$ cat src/rtl/ssfg_pkg.sv
// ----------------------------------------------------------------------------
// ssfg_pkg
// Shared constants, types and the digit code table of the seven-segment
// frame generator.
// ----------------------------------------------------------------------------
`default_nettype none

package ssfg_pkg;

   // Display geometry
   localparam int DIGIT_COUNT = 4;
   localparam int SEP_DIGIT   = 2;
   localparam bit SEP_PRESENT = (DIGIT_COUNT > SEP_DIGIT);
   localparam int BYTE_COUNT  = DIGIT_COUNT + 2;

   localparam int DIGIT_IDX_W = (DIGIT_COUNT > 1) ? $clog2(DIGIT_COUNT) : 1;
   localparam int BYTE_CNT_W  = $clog2(BYTE_COUNT);

   // Field widths
   localparam int NUMBER_W = 14;
   localparam int LEVEL_W  = 4;
   localparam int BYTE_W   = 8;
   localparam int DIGIT_W  = 4;

   // Divide by ten: multiply by reciprocal, exact for values below 43690
   localparam int                RECIP_W      = 16;
   localparam logic [RECIP_W-1:0] RECIP_DIV10 = 16'd52429;
   localparam int                RECIP_SHIFT  = 19;

   // Queue between front and back
   localparam int QUEUE_DEPTH = 2;
   localparam int QUEUE_PTR_W = (QUEUE_DEPTH > 1) ? $clog2(QUEUE_DEPTH) : 1;
   localparam int QUEUE_CNT_W = $clog2(QUEUE_DEPTH + 1);

   // Request codes
   localparam logic REQ_NUMBER = 1'b0;
   localparam logic REQ_BRIGHT = 1'b1;

   // Controller command bytes
   localparam logic [BYTE_W-1:0] CMD_DATA_WRITE  = 8'h40;
   localparam logic [BYTE_W-1:0] CMD_ADDR_FIRST  = 8'hC0;
   localparam logic [BYTE_W-1:0] CMD_BRIGHT_BASE = 8'h87;
   localparam logic [BYTE_W-1:0] SEP_MASK        = 8'h80;

   // One classified request, ready for the back end
   typedef struct packed {
      logic                               bright;
      logic [BYTE_W-1:0]                  ctrl_byte;
      logic [DIGIT_COUNT-1:0][BYTE_W-1:0] codes;
   } ssfg_rec_type;

   typedef struct packed {
      logic full;
      logic empty;
   } ssfg_q_status_type;

   typedef enum logic [1:0] {
      FRONT_EMPTY,
      FRONT_SPLIT,
      FRONT_READY
   } front_state_type;

   function automatic logic [BYTE_W-1:0] seg_code(input logic [DIGIT_W-1:0] digit);
      logic [BYTE_W-1:0] code;
      unique case (digit)
         4'd0:    code = 8'h3f;
         4'd1:    code = 8'h06;
         4'd2:    code = 8'h5b;
         4'd3:    code = 8'h4f;
         4'd4:    code = 8'h66;
         4'd5:    code = 8'h6d;
         4'd6:    code = 8'h7d;
         4'd7:    code = 8'h07;
         4'd8:    code = 8'h7f;
         4'd9:    code = 8'h6f;
         default: code = 8'h00;
      endcase
      return code;
   endfunction

endpackage

`default_nettype wire

$ cat src/rtl/ssfg_if.sv
// ----------------------------------------------------------------------------
// ssfg_if
// Valid/ready channels of the frame generator: request in, bus byte out.
// ----------------------------------------------------------------------------
`default_nettype none

interface ssfg_req_if;
   import ssfg_pkg::*;

   logic                valid;
   logic                ready;
   logic                req_type;
   logic [NUMBER_W-1:0] number;
   logic                separator_on;
   logic [LEVEL_W-1:0]  brightness_level;

   modport source (output valid, req_type, number, separator_on, brightness_level,
                   input ready);
   modport sink   (input valid, req_type, number, separator_on, brightness_level,
                   output ready);
endinterface

interface ssfg_rsp_if;
   import ssfg_pkg::*;

   logic              valid;
   logic              ready;
   logic [BYTE_W-1:0] bus_byte;
   logic              frame_start;
   logic              frame_end;
   logic              last;

   modport source (output valid, bus_byte, frame_start, frame_end, last,
                   input ready);
   modport sink   (input valid, bus_byte, frame_start, frame_end, last,
                   output ready);
endinterface

`default_nettype wire

$ cat src/rtl/ssfg_front.sv
// ----------------------------------------------------------------------------
// ssfg_front
// Accepts requests, splits numbers into digit codes one digit per cycle.
// ----------------------------------------------------------------------------
`default_nettype none

module ssfg_front (
   input  wire logic                        clock,
   input  wire logic                        reset,
   ssfg_req_if.sink                         req_chan,
   input  wire ssfg_pkg::ssfg_q_status_type q_status,
   output logic                             push_valid,
   output ssfg_pkg::ssfg_rec_type           push_rec
);
   import ssfg_pkg::*;

   front_state_type                    state_ff, state_in;
   logic [NUMBER_W-1:0]                val_ff, val_in;
   logic [DIGIT_IDX_W-1:0]             digit_cnt_ff, digit_cnt_in;
   logic                               sep_ff, sep_in;
   ssfg_rec_type                       rec_ff, rec_in;

   logic [NUMBER_W+RECIP_W-1:0] prod;
   logic [NUMBER_W-1:0]         quot;
   logic [NUMBER_W+2:0]         ten_q;
   logic [NUMBER_W+2:0]         rem_full;
   logic [BYTE_W-1:0]           code;
   logic                        accept;
   logic                        push;

   // Digit split: quotient by reciprocal, remainder by shift-add
   assign prod     = (NUMBER_W+RECIP_W)'(val_ff) * (NUMBER_W+RECIP_W)'(RECIP_DIV10);
   assign quot     = NUMBER_W'(prod >> RECIP_SHIFT);
   assign ten_q    = {quot, 3'b000} + (NUMBER_W+3)'({quot, 1'b0});
   assign rem_full = (NUMBER_W+3)'(val_ff) - ten_q;

   always_comb begin
      code = seg_code(rem_full[DIGIT_W-1:0]);
      if (SEP_PRESENT && sep_ff && (digit_cnt_ff == DIGIT_IDX_W'(SEP_DIGIT))) begin
         code = code | SEP_MASK;
      end
   end

   assign push           = (state_ff == FRONT_READY) && !q_status.full;
   assign req_chan.ready = (state_ff == FRONT_EMPTY) || push;
   assign accept         = req_chan.valid && req_chan.ready;
   assign push_valid     = push;
   assign push_rec       = rec_ff;

   always_comb begin
      state_in     = state_ff;
      val_in       = val_ff;
      digit_cnt_in = digit_cnt_ff;
      sep_in       = sep_ff;
      rec_in       = rec_ff;
      unique case (state_ff)
         FRONT_EMPTY, FRONT_READY: begin
            if (push) begin
               state_in = FRONT_EMPTY;
            end
            if (accept) begin
               rec_in.bright    = (req_chan.req_type == REQ_BRIGHT);
               rec_in.ctrl_byte = CMD_BRIGHT_BASE + BYTE_W'(req_chan.brightness_level);
               val_in           = req_chan.number;
               sep_in           = req_chan.separator_on;
               digit_cnt_in     = '0;
               state_in         = (req_chan.req_type == REQ_BRIGHT) ? FRONT_READY
                                                                    : FRONT_SPLIT;
            end
         end
         FRONT_SPLIT: begin
            // shift the new code in at the top; ones end at index 0
            for (int i = 0; i < DIGIT_COUNT - 1; i++) begin
               rec_in.codes[i] = rec_ff.codes[i+1];
            end
            rec_in.codes[DIGIT_COUNT-1] = code;
            val_in       = quot;
            digit_cnt_in = digit_cnt_ff + 1'b1;
            if (digit_cnt_ff == DIGIT_IDX_W'(DIGIT_COUNT - 1)) begin
               state_in = FRONT_READY;
            end
         end
         default: begin
            state_in = FRONT_EMPTY;
         end
      endcase
   end

   always_ff @(posedge clock) begin
      if (reset) begin
         state_ff <= FRONT_EMPTY;
      end else begin
         state_ff <= state_in;
      end
   end

   always_ff @(posedge clock) begin
      val_ff       <= val_in;
      digit_cnt_ff <= digit_cnt_in;
      sep_ff       <= sep_in;
      rec_ff       <= rec_in;
   end

endmodule

`default_nettype wire

$ cat src/rtl/ssfg_queue.sv
// ----------------------------------------------------------------------------
// ssfg_queue
// Short FIFO of classified requests between front and back.
// ----------------------------------------------------------------------------
`default_nettype none

module ssfg_queue (
   input  wire logic                   clock,
   input  wire logic                   reset,
   input  wire logic                   push_valid,
   input  wire ssfg_pkg::ssfg_rec_type push_rec,
   input  wire logic                   pop,
   output ssfg_pkg::ssfg_q_status_type q_status,
   output ssfg_pkg::ssfg_rec_type      head_rec
);
   import ssfg_pkg::*;

   ssfg_rec_type           entries_ff [QUEUE_DEPTH];
   logic [QUEUE_PTR_W-1:0] wr_ptr_ff, wr_ptr_in;
   logic [QUEUE_PTR_W-1:0] rd_ptr_ff, rd_ptr_in;
   logic [QUEUE_CNT_W-1:0] count_ff, count_in;
   logic                   do_push;
   logic                   do_pop;

   assign q_status.empty = (count_ff == '0);
   assign q_status.full  = (count_ff == QUEUE_CNT_W'(QUEUE_DEPTH));
   assign do_push        = push_valid && !q_status.full;
   assign do_pop         = pop && !q_status.empty;
   assign head_rec       = entries_ff[rd_ptr_ff];

   always_comb begin
      wr_ptr_in = wr_ptr_ff;
      rd_ptr_in = rd_ptr_ff;
      count_in  = count_ff;
      if (do_push) begin
         wr_ptr_in = (wr_ptr_ff == QUEUE_PTR_W'(QUEUE_DEPTH - 1)) ? '0 : wr_ptr_ff + 1'b1;
      end
      if (do_pop) begin
         rd_ptr_in = (rd_ptr_ff == QUEUE_PTR_W'(QUEUE_DEPTH - 1)) ? '0 : rd_ptr_ff + 1'b1;
      end
      if (do_push && !do_pop) begin
         count_in = count_ff + 1'b1;
      end else if (do_pop && !do_push) begin
         count_in = count_ff - 1'b1;
      end
   end

   always_ff @(posedge clock) begin
      if (reset) begin
         wr_ptr_ff <= '0;
         rd_ptr_ff <= '0;
         count_ff  <= '0;
      end else begin
         wr_ptr_ff <= wr_ptr_in;
         rd_ptr_ff <= rd_ptr_in;
         count_ff  <= count_in;
      end
   end

   always_ff @(posedge clock) begin
      if (do_push) begin
         entries_ff[wr_ptr_ff] <= push_rec;
      end
   end

endmodule

`default_nettype wire

$ cat src/rtl/ssfg_back.sv
// ----------------------------------------------------------------------------
// ssfg_back
// Walks the queue head byte by byte and drives the registered bus output.
// ----------------------------------------------------------------------------
`default_nettype none

module ssfg_back (
   input  wire logic                        clock,
   input  wire logic                        reset,
   input  wire ssfg_pkg::ssfg_q_status_type q_status,
   input  wire ssfg_pkg::ssfg_rec_type      head_rec,
   output logic                             pop,
   ssfg_rsp_if.source                       rsp_chan
);
   import ssfg_pkg::*;

   localparam logic [BYTE_CNT_W-1:0] BYTE_DATA_CMD = BYTE_CNT_W'(0);
   localparam logic [BYTE_CNT_W-1:0] BYTE_ADDR_CMD = BYTE_CNT_W'(1);
   localparam logic [BYTE_CNT_W-1:0] BYTE_FINAL    = BYTE_CNT_W'(BYTE_COUNT - 1);

   logic [BYTE_CNT_W-1:0]  byte_cnt_ff, byte_cnt_in;
   logic                   out_valid_ff, out_valid_in;
   logic [BYTE_W-1:0]      bus_byte_ff;
   logic                   frame_start_ff;
   logic                   frame_end_ff;
   logic                   last_ff;

   logic                   advance;
   logic                   issue;
   logic                   byte_last;
   logic [DIGIT_IDX_W-1:0] code_idx;
   logic [BYTE_W-1:0]      next_byte;
   logic                   next_start;
   logic                   next_end;

   assign advance   = !out_valid_ff || rsp_chan.ready;
   assign issue     = advance && !q_status.empty;
   assign byte_last = head_rec.bright || (byte_cnt_ff == BYTE_FINAL);
   assign pop       = issue && byte_last;
   assign code_idx  = DIGIT_IDX_W'(BYTE_FINAL - byte_cnt_ff);

   always_comb begin
      if (head_rec.bright) begin
         next_byte  = head_rec.ctrl_byte;
         next_start = 1'b1;
         next_end   = 1'b1;
      end else if (byte_cnt_ff == BYTE_DATA_CMD) begin
         next_byte  = CMD_DATA_WRITE;
         next_start = 1'b1;
         next_end   = 1'b1;
      end else if (byte_cnt_ff == BYTE_ADDR_CMD) begin
         next_byte  = CMD_ADDR_FIRST;
         next_start = 1'b1;
         next_end   = 1'b0;
      end else begin
         next_byte  = head_rec.codes[code_idx];
         next_start = 1'b0;
         next_end   = byte_last;
      end
   end

   always_comb begin
      byte_cnt_in  = byte_cnt_ff;
      out_valid_in = out_valid_ff;
      if (issue) begin
         byte_cnt_in  = byte_last ? '0 : byte_cnt_ff + 1'b1;
         out_valid_in = 1'b1;
      end else if (advance) begin
         out_valid_in = 1'b0;
      end
   end

   always_ff @(posedge clock) begin
      if (reset) begin
         byte_cnt_ff  <= '0;
         out_valid_ff <= 1'b0;
      end else begin
         byte_cnt_ff  <= byte_cnt_in;
         out_valid_ff <= out_valid_in;
      end
   end

   always_ff @(posedge clock) begin
      if (issue) begin
         bus_byte_ff    <= next_byte;
         frame_start_ff <= next_start;
         frame_end_ff   <= next_end;
         last_ff        <= byte_last;
      end
   end

   assign rsp_chan.valid       = out_valid_ff;
   assign rsp_chan.bus_byte    = bus_byte_ff;
   assign rsp_chan.frame_start = frame_start_ff;
   assign rsp_chan.frame_end   = frame_end_ff;
   assign rsp_chan.last        = last_ff;

endmodule

`default_nettype wire

$ cat src/rtl/seven_segment_frame_generator.sv
// ----------------------------------------------------------------------------
// seven_segment_frame_generator
// Turns number and brightness requests into byte frames for a two-wire
// four-digit seven-segment display controller.
// ----------------------------------------------------------------------------
// Flow: a request is held in the front record register, pushed into the queue
//   and its bytes issue from the output register; numbers are split first.
// Throughput: one byte per cycle at the output register unless the output stalls;
//   a number request gives DIGIT_COUNT + 2 bytes (6) and a brightness request 1;
//   the front splits one digit per cycle.
// Reset: synchronous, active high; clears the front state, queue pointers and
//   count, the back byte counter and output valid. No clearing pass.
`default_nettype none

module seven_segment_frame_generator (
   input  wire logic  clock,
   input  wire logic  reset,
   ssfg_req_if.sink   req_chan,
   ssfg_rsp_if.source rsp_chan
);
   import ssfg_pkg::*;

   // Front to queue
   logic              push_valid;
   ssfg_rec_type      push_rec;

   // Queue to back
   ssfg_q_status_type q_status;
   ssfg_rec_type      head_rec;
   logic              pop;

   // Front: transfer requests, classify, split the number into segment codes
   // (ones first) and hold the finished record until the queue takes it.
   ssfg_front u_front (
      .clock      (clock),
      .reset      (reset),
      .req_chan   (req_chan),
      .q_status   (q_status),
      .push_valid (push_valid),
      .push_rec   (push_rec)
   );

   // Queue: decouple digit splitting from byte emission so a new request
   // can be split while the previous one is still going out.
   ssfg_queue u_queue (
      .clock      (clock),
      .reset      (reset),
      .push_valid (push_valid),
      .push_rec   (push_rec),
      .pop        (pop),
      .q_status   (q_status),
      .head_rec   (head_rec)
   );

   // Back: emit data command, address, then digits most significant first (a
   // brightness request emits its control byte alone); drop the record from the queue with its final byte.
   ssfg_back u_back (
      .clock    (clock),
      .reset    (reset),
      .q_status (q_status),
      .head_rec (head_rec),
      .pop      (pop),
      .rsp_chan (rsp_chan)
   );

endmodule

`default_nettype wire

$ cat src/flat_wrapper.sv
// flat-port wrapper written by rule: the top's interface ports become plain ports
module seven_segment_frame_generator_flat import ssfg_pkg::*;
  (clock, reset, req_chan_valid, req_chan_req_type, req_chan_number, req_chan_separator_on, req_chan_brightness_level, req_chan_ready, rsp_chan_valid, rsp_chan_bus_byte, rsp_chan_frame_start, rsp_chan_frame_end, rsp_chan_last, rsp_chan_ready);
  ssfg_req_if req_chan_i ();
  ssfg_rsp_if rsp_chan_i ();
  input  wire logic clock;
  input  wire logic reset;
  input wire logic [$bits(req_chan_i.valid)-1:0] req_chan_valid;
  input wire logic [$bits(req_chan_i.req_type)-1:0] req_chan_req_type;
  input wire logic [$bits(req_chan_i.number)-1:0] req_chan_number;
  input wire logic [$bits(req_chan_i.separator_on)-1:0] req_chan_separator_on;
  input wire logic [$bits(req_chan_i.brightness_level)-1:0] req_chan_brightness_level;
  output wire logic [$bits(req_chan_i.ready)-1:0] req_chan_ready;
  output wire logic [$bits(rsp_chan_i.valid)-1:0] rsp_chan_valid;
  output wire logic [$bits(rsp_chan_i.bus_byte)-1:0] rsp_chan_bus_byte;
  output wire logic [$bits(rsp_chan_i.frame_start)-1:0] rsp_chan_frame_start;
  output wire logic [$bits(rsp_chan_i.frame_end)-1:0] rsp_chan_frame_end;
  output wire logic [$bits(rsp_chan_i.last)-1:0] rsp_chan_last;
  input wire logic [$bits(rsp_chan_i.ready)-1:0] rsp_chan_ready;
  assign req_chan_i.valid = req_chan_valid;
  assign req_chan_i.req_type = req_chan_req_type;
  assign req_chan_i.number = req_chan_number;
  assign req_chan_i.separator_on = req_chan_separator_on;
  assign req_chan_i.brightness_level = req_chan_brightness_level;
  assign req_chan_ready = req_chan_i.ready;
  assign rsp_chan_valid = rsp_chan_i.valid;
  assign rsp_chan_bus_byte = rsp_chan_i.bus_byte;
  assign rsp_chan_frame_start = rsp_chan_i.frame_start;
  assign rsp_chan_frame_end = rsp_chan_i.frame_end;
  assign rsp_chan_last = rsp_chan_i.last;
  assign rsp_chan_i.ready = rsp_chan_ready;
  seven_segment_frame_generator u_core (.clock(clock), .reset(reset), .req_chan(req_chan_i), .rsp_chan(rsp_chan_i));
endmodule
$ cat config.mk
export PLATFORM = sky130hd
export DESIGN_NAME = seven_segment_frame_generator_flat
export DESIGN_NICKNAME = d
export VERILOG_FILES = /design/src/rtl/ssfg_pkg.sv /design/src/rtl/ssfg_if.sv /design/src/rtl/ssfg_front.sv /design/src/rtl/ssfg_queue.sv /design/src/rtl/ssfg_back.sv /design/src/rtl/seven_segment_frame_generator.sv /design/src/flat_wrapper.sv
export SDC_FILE = /design/constraint.sdc
export NUM_CORES = 1
export LEC_CHECK = 0
export BUFFER_PORTS_ARGS = -buffer_cell sky130_fd_sc_hd__buf_2
export CAP_MARGIN = 20
export CORE_MARGIN = 1.5
export CORE_UTILIZATION = 55
export CTS_BUF_LIST = sky130_fd_sc_hd__clkbuf_2 sky130_fd_sc_hd__clkbuf_4 sky130_fd_sc_hd__clkbuf_8
export DETAILED_ROUTE_END_ITERATION = 12
export HOLD_SLACK_MARGIN = 0.02
export PLACE_DENSITY = 0.72
export SYNTH_ARGS = -nofsm -noshare
export SYNTH_HDL_FRONTEND = slang
export SYNTH_SLANG_ARGS = --single-unit
$ cat constraint.sdc
create_clock -name clock -period 8.5 [get_ports clock]
set_input_delay 0.85 -clock clock [delete_from_list [all_inputs] [get_ports clock]]
set_output_delay 0.85 -clock clock [all_outputs]
set_load 0.1 [all_outputs]
Word level (Yosys, flattened, before mapping)
Memories as Yosys holds them, arrays and structs flattened. A register that Yosys moved wholly into a read port is not among the register bits.
Cells that the tools add are included.
{"block": "totals", "inputBits": 24, "wordCells": 98, "ff_bits": 72, "romBits": 112, "memories": 2, "latchBits": 0, "out_inout_bits": 13, "ramBits": 82}
{"block": "op_classes", "bitwise": 0, "mul": 1, "n_reduce_logical": 28, "n_lt_le_gt_ge": 1, "n_mux": 27, "n_eq_ne": 10, "div": 0, "n_addsub": 10, "shifts": 0}
{"memory": "(no name shown)", "words": 16, "width": 7, "read_ports": 1, "rd_clocked_by_memory_dff": 1, "wr": 0, "line_no": "ssfg_pkg.sv:65", "rtl": "unique case (digit)"}
{"memory": "u_core.u_queue.entries_ff", "words": 2, "width": 41, "read_ports": 1, "rd_clocked_by_memory_dff": 1, "wr": 1, "line_no": "ssfg_queue.sv:18", "rtl": "ssfg_rec_type entries_ff [QUEUE_DEPTH];"}
{"op": "8-bit two-way mux", "count": 4}
{"op": "14-bit by 16-bit multiplier with 30-bit output, second input constant", "count": 1}
{"op": "14-bit case mux with 2 select lines", "count": 1}
{"op": "8-bit binary-select mux with 2-bit select", "count": 1}
{"op": "14-bit two-way mux", "count": 1}
{"op": "2-bit two-way mux", "count": 7}
{"op": "1-bit two-way mux", "count": 10}
{"op": "1-bit logical AND", "count": 9}
{"op": "8-bit by 4-bit adder with 8-bit output, first input constant", "count": 1}
{"op": "2-bit == test, second input constant", "count": 4}
{"op": "2-bit case mux with 2 select lines", "count": 2}
{"op": "2-bit AND reduction", "count": 3}
{"op": "2-bit nonzero test", "count": 3}
{"op": "1-bit zero test", "count": 5}
{"op": "2-bit by 1-bit adder with 2-bit output, second input constant", "count": 2}
{"op": "4-bit adder", "count": 1}
{"op": "2-bit zero test", "count": 2}
{"op": "2-bit != test, second input constant", "count": 2}
{"op": "2-bit OR reduction", "count": 2}
{"op": "4-bit subtractor", "count": 1}
{"op": "3-bit by 1-bit adder with 3-bit output, second input constant", "count": 1}
{"op": "3-bit by 1-bit == test with 1-bit output, second input constant", "count": 1}
{"op": "3-bit == test, second input constant", "count": 1}
{"op": "3-bit zero test", "count": 1}
{"op": "8 further kinds", "count": 11}

Longest topological paths before layout
{"block": "depth", "word_depth": 8, "mapped_depth": 25}

Modules after synthesis
From an unflattened synthesis, not the netlist that was laid out.
{"block": "unflattened", "cells_unflattened": 730, "hier_area_um2": 9779.4}
{"module": "ssfg_front", "area_per_inst_um2": 5730.5, "cells_each": 510, "instances": 1, "seq_area_each_um2": 1691.6}
{"module": "ssfg_queue", "area_per_inst_um2": 3166.8, "cells_each": 153, "instances": 1, "seq_area_each_um2": 2562.5}
{"module": "ssfg_back", "area_per_inst_um2": 882.1, "cells_each": 67, "instances": 1, "seq_area_each_um2": 410.4}

Worst setup path before layout
OpenSTA, ideal clock, no wires.
{"block": "synth_timing", "path_kind": "register to register", "from": "reg u_core.u_front.val_ff[12]", "to": "reg u_core.u_front.push_rec[28] (netlist name)", "arrival_time_ps": 5972, "setup_ps": 256, "stages_incl_launch_ff": 24, "synth_period_minus_slack_ps": 6228, "n_path_buf": 0, "path_slack_ps": 2272, "path_cell_list": "edfxtp_1 -> inv_1 -> ha_1 -> fa_1 -> fa_1 -> fa_1 -> inv_1 -> fa_1 -> inv_1 -> fa_1 -> inv_1 -> ha_1 -> o21ai_0 -> o21ai_1 -> a22o_1 -> a21o_4 -> a21oi_1 -> xnor2_1 -> ha_1 -> nand2_1 -> or2b_1 -> mux2i_4 -> xnor2_4 -> a22o_1"}
{"block": "synth_via", "elab_chain_len": 3}
{"item": "from (decl)", "line_no": "ssfg_front.sv:18", "rtl": "logic [NUMBER_W-1:0] val_ff, val_in;"}
{"item": "from (signal assigned)", "line_no": "ssfg_front.sv:98", "rtl": "val_ff <= val_in;"}
{"item": "14-bit by 16-bit multiplier with 30-bit output", "line_no": "ssfg_front.sv:32", "rtl": "assign prod = (NUMBER_W+RECIP_W)'(val_ff) * (NUMBER_W+RECIP_W)'(RECIP_DIV10);"}
{"item": "4-bit adder", "line_no": "ssfg_front.sv:34", "rtl": "assign ten_q = {quot, 3'b000} + (NUMBER_W+3)'({quot, 1'b0});"}
{"item": "4-bit subtractor", "line_no": "ssfg_front.sv:35", "rtl": "assign rem_full = (NUMBER_W+3)'(val_ff) - ten_q;"}
No other way between the ends.
A chain may end at the register's enable or synchronous reset.

Final worst setup path
{"block": "layout_timing", "from": "reg u_core.u_front.val_ff[12]", "to": "reg u_core.u_front.push_rec[26] (netlist name)"}
{"block": "layout_via", "elab_chain_len": 3}
{"item": "14-bit by 16-bit multiplier with 30-bit output", "line_no": "ssfg_front.sv:32"}
{"item": "4-bit adder", "line_no": "ssfg_front.sv:34"}
{"item": "4-bit subtractor", "line_no": "ssfg_front.sv:35"}
No other way between the ends.

==> impl_metrics.env <==
export IMPL_nets=924
export IMPL_synthCells=676
export IMPL_core_um2=16520
export IMPL_drt_iter0_drc=221
export IMPL_clk_insertion_delay_late_ns=0.44
export IMPL_setup_viol=0
export IMPL_ys_seq_elements=153
export IMPL_grt_pass1_wl_um=26690
export IMPL_n_antenna_cell=0
export IMPL_start_util=0.5604
export IMPL_synth_top_cell_area_share=0.4605
export IMPL_cts_tree="done"
export IMPL_routed_top_layer="met4"
export IMPL_yosysSeqAreaShare=0.4843
export IMPL_critPathKind="reg -> reg"
export IMPL_ys_types=55
export IMPL_drc=0
export IMPL_clk_pin_slew_ns=0.08
export IMPL_final_hold_viol_count=0
export IMPL_clock_fmax_ghz=0.1517
export IMPL_rr_endpoint="u_core.u_front.push_rec[26]"
export IMPL_fin_crit_sh=0.7756
export IMPL_wl_per_cell_um=16.89
export IMPL_post_cts_resized=0
export IMPL_syn_num_nets=872
export IMPL_antenna_found_initial=0
export IMPL_fin_setup_tns_ns=0
export IMPL_grt_pass1_vias=5390
export IMPL_fin_crit_ns=6.593
export IMPL_syn2layout_area_growth_pct=8.674
export IMPL_r2r_start="u_core.u_front.val_ff[12]"
export IMPL_ant_nets=0
export IMPL_grt_max_degree=39
export IMPL_rows=47
export IMPL_overflow=0
export IMPL_worstSetupStartpointType="register"
export IMPL_rsz0062_at_grt="no"
export IMPL_async_reset_ff_frac=0
export IMPL_tightestPinTransition_ns=0.8816
export IMPL_reg2regPathDepth=23
export IMPL_cts_hold_buf=0
export IMPL_cp_required_ns=8.69
export IMPL_place_gp_congestion=0.8395
export IMPL_dr_wl_met2_um=8404
export IMPL_io_buffer_count=36
export IMPL_critPathLaunch="u_core.u_front.val_ff[12]"
export IMPL_yosysTopAreaCell="edfxtp_1"
export IMPL_cp_end_kind="register"
export IMPL_maxCapViolCount=0
export IMPL_synth_edff_count=142
export IMPL_worst_hold_path_type="reg -> reg"
export IMPL_cts_max_level=4
export IMPL_cp_endpoint="u_core.u_front.push_rec[26]"
export IMPL_critPathMaxFanout=7
export IMPL_yosysMostFrequentCell="edfxtp_1"
export IMPL_cts_sinks=153
export IMPL_drt_pass1_iter_count=4
export IMPL_synth_main_ff_cell="edfxtp_1"
export IMPL_status="finished clean"
export IMPL_dr_wl_met3_um=428
export IMPL_die_h_um=132.8
export IMPL_netlist_area_um2=9260
export IMPL_rrSetupSlack_ns=1.91
export IMPL_yosysWarnings=0
export IMPL_finalWirelength_um=16210
export IMPL_synth_area_per_cell_um2=13.70
export IMPL_drive_gt1_frac=0.1392
export IMPL_io_pins=37
export IMPL_dp_hpwl_um=12600
export IMPL_clock_path_buffers=2
export IMPL_max_slew_margin=0.4122
export IMPL_synthTopCellsByArea="edfxtp_1 (46%), ha_1 (16%), fa_1 (11%), inv_1 (4.7%), mux4_2 (3.9%)"
export IMPL_fp_dieW_um=132.8
export IMPL_avgViaCountPerCell=5.338
export IMPL_synthTopCellsByCount="edfxtp_1 (142), ha_1 (120), inv_1 (116)"
export IMPL_num_vias=5124
export IMPL_crit_arrival_ns=6.78
export IMPL_cts_root_buf="clkbuf_8"
export IMPL_drt_met1_wl_um=7089
export IMPL_fin_worst_skew_ns=0.01333
export IMPL_cts_setup_buffers=0
export IMPL_die_area_um2=17620
export IMPL_grtUsageTotal=0.1974
export IMPL_report_final_slew_viol_count=0
export IMPL_cts_inserted_buffers=17
[worst max-delay path: stages (launching register included)]
cell	delay (ns)
edfxtp_1	0.41
inv_1	0.07
ha_1	0.34
fa_1	0.66
fa_1	0.47
fa_1	0.55
inv_1	0.05
fa_1	0.50
inv_1	0.05
fa_1	0.49
inv_1	0.04
ha_1	0.29
o21ai_0	0.18
o21ai_1	0.11
a22o_1	0.24
a21o_4	0.22
a21oi_1	0.18
xnor2_1	0.17
ha_1	0.31
nand2_1	0.10
or2b_1	0.26
mux2i_4	0.23
xnor2_4	0.16
o211a_1	0.25
[flip-flops by register name, summed over array words and instances (netlist names), 2 cells and up, named ones only]
signal and flops:
u_core.u_queue.entries_ff 76, u_core.u_front.push_rec 38, u_core.u_front.val_ff 14, u_core.u_back.rsp_chan.bus_byte 8, u_core.u_back.byte_cnt_ff 3, u_core.u_front.digit_cnt_ff 2
u_core.u_front.state_ff 2, u_core.u_queue.count_ff 2
[worst min-delay path by stage]
| stage | start | end | slack [ns] | depth (start not counted) |
|---|---|---|---|---|
| 6_report | u_core.u_front.push_rec[1] | u_core.u_queue.entries_ff[1][1] | 0.45 | 0 |
| 5_1_grt | u_core.u_front.push_rec[6] | u_core.u_queue.entries_ff[1][6] | 0.46 | 0 |
| 4_1_cts | u_core.u_front.push_rec[1] | u_core.u_queue.entries_ff[1][1] | 0.45 | 0 |
| 3_5_place_dp | u_core.u_front.push_rec[1] | u_core.u_queue.entries_ff[0][1] | 0.43 | 0 |
| 3_3_place_gp | u_core.u_front.push_rec[2] | u_core.u_queue.entries_ff[0][2] | 0.42 | 0 |
| 2_1_floorplan | u_core.u_front.push_rec[0] | u_core.u_queue.entries_ff[0][0] | 0.42 | 0 |
[placed cells by master (no fill, tap or decap), types with 11 or more instances in the layout]
master / instances
nor2_1: 22
dfxtp_1: 11
mux4_2: 16
clkbuf_8: 17
buf_2: 36
o21ai_0: 16
nand2_1: 29
xor2_1: 11
inv_1: 116
edfxtp_1: 142
mux2i_1: 16
ha_1: 120
xnor2_1: 14
a21oi_1: 24
fa_1: 52
[routing by layer]
| metal | GRT usage | vias to the layer above |
|---|---|---|
| met3 | 0.03640 | 22 |
| met5 | 0 | - |
| met4 | 0.06227 | 0 |
| li1 | - | 2485 |
| met2 | 0.3476 | 81 |
| met1 | 0.2487 | 2536 |
[per-stage QoR]
step	instances	worst slack, ns	hold WS, ns	util	instance area, um^2
6_report	960	1.907	0.4487	0.6090	10060
5_1_grt	960	1.611	0.4597	0.6090	10060
4_1_cts	959	1.888	0.4476	0.6078	10040
3_5_place_dp	928	1.903	0.4349	0.5882	9721
3_3_place_gp	928	2.073	0.4217	0.5882	9721
2_1_floorplan	676	2.272	0.4215	-	9260
[final cells by class]
class / count / area, um^2
fill: 1301 / 6461
sequential: 153 / 4484
multi-input combinational: 398 / 4312
inverter: 117 / 439.2
tap: 220 / 275.3
clock buffer: 18 / 241.5
timing repair buffer: 41 / 230.2
clock inverter: 13 / 81.33
[logic make-up after synthesis]
group           Yosys count  synth area share
fa+ha+maj               172            0.2746
flops                   153            0.4843
buf+inv                 125           0.05094
simple gates             87           0.04473
compound gates           76           0.05405
mux                      36           0.06229
xor+xnor                 27           0.02919
Power is left out: the tool's default activity adds up to more than one toggle a clock period on the data nets, which glitch-free logic cannot reach.
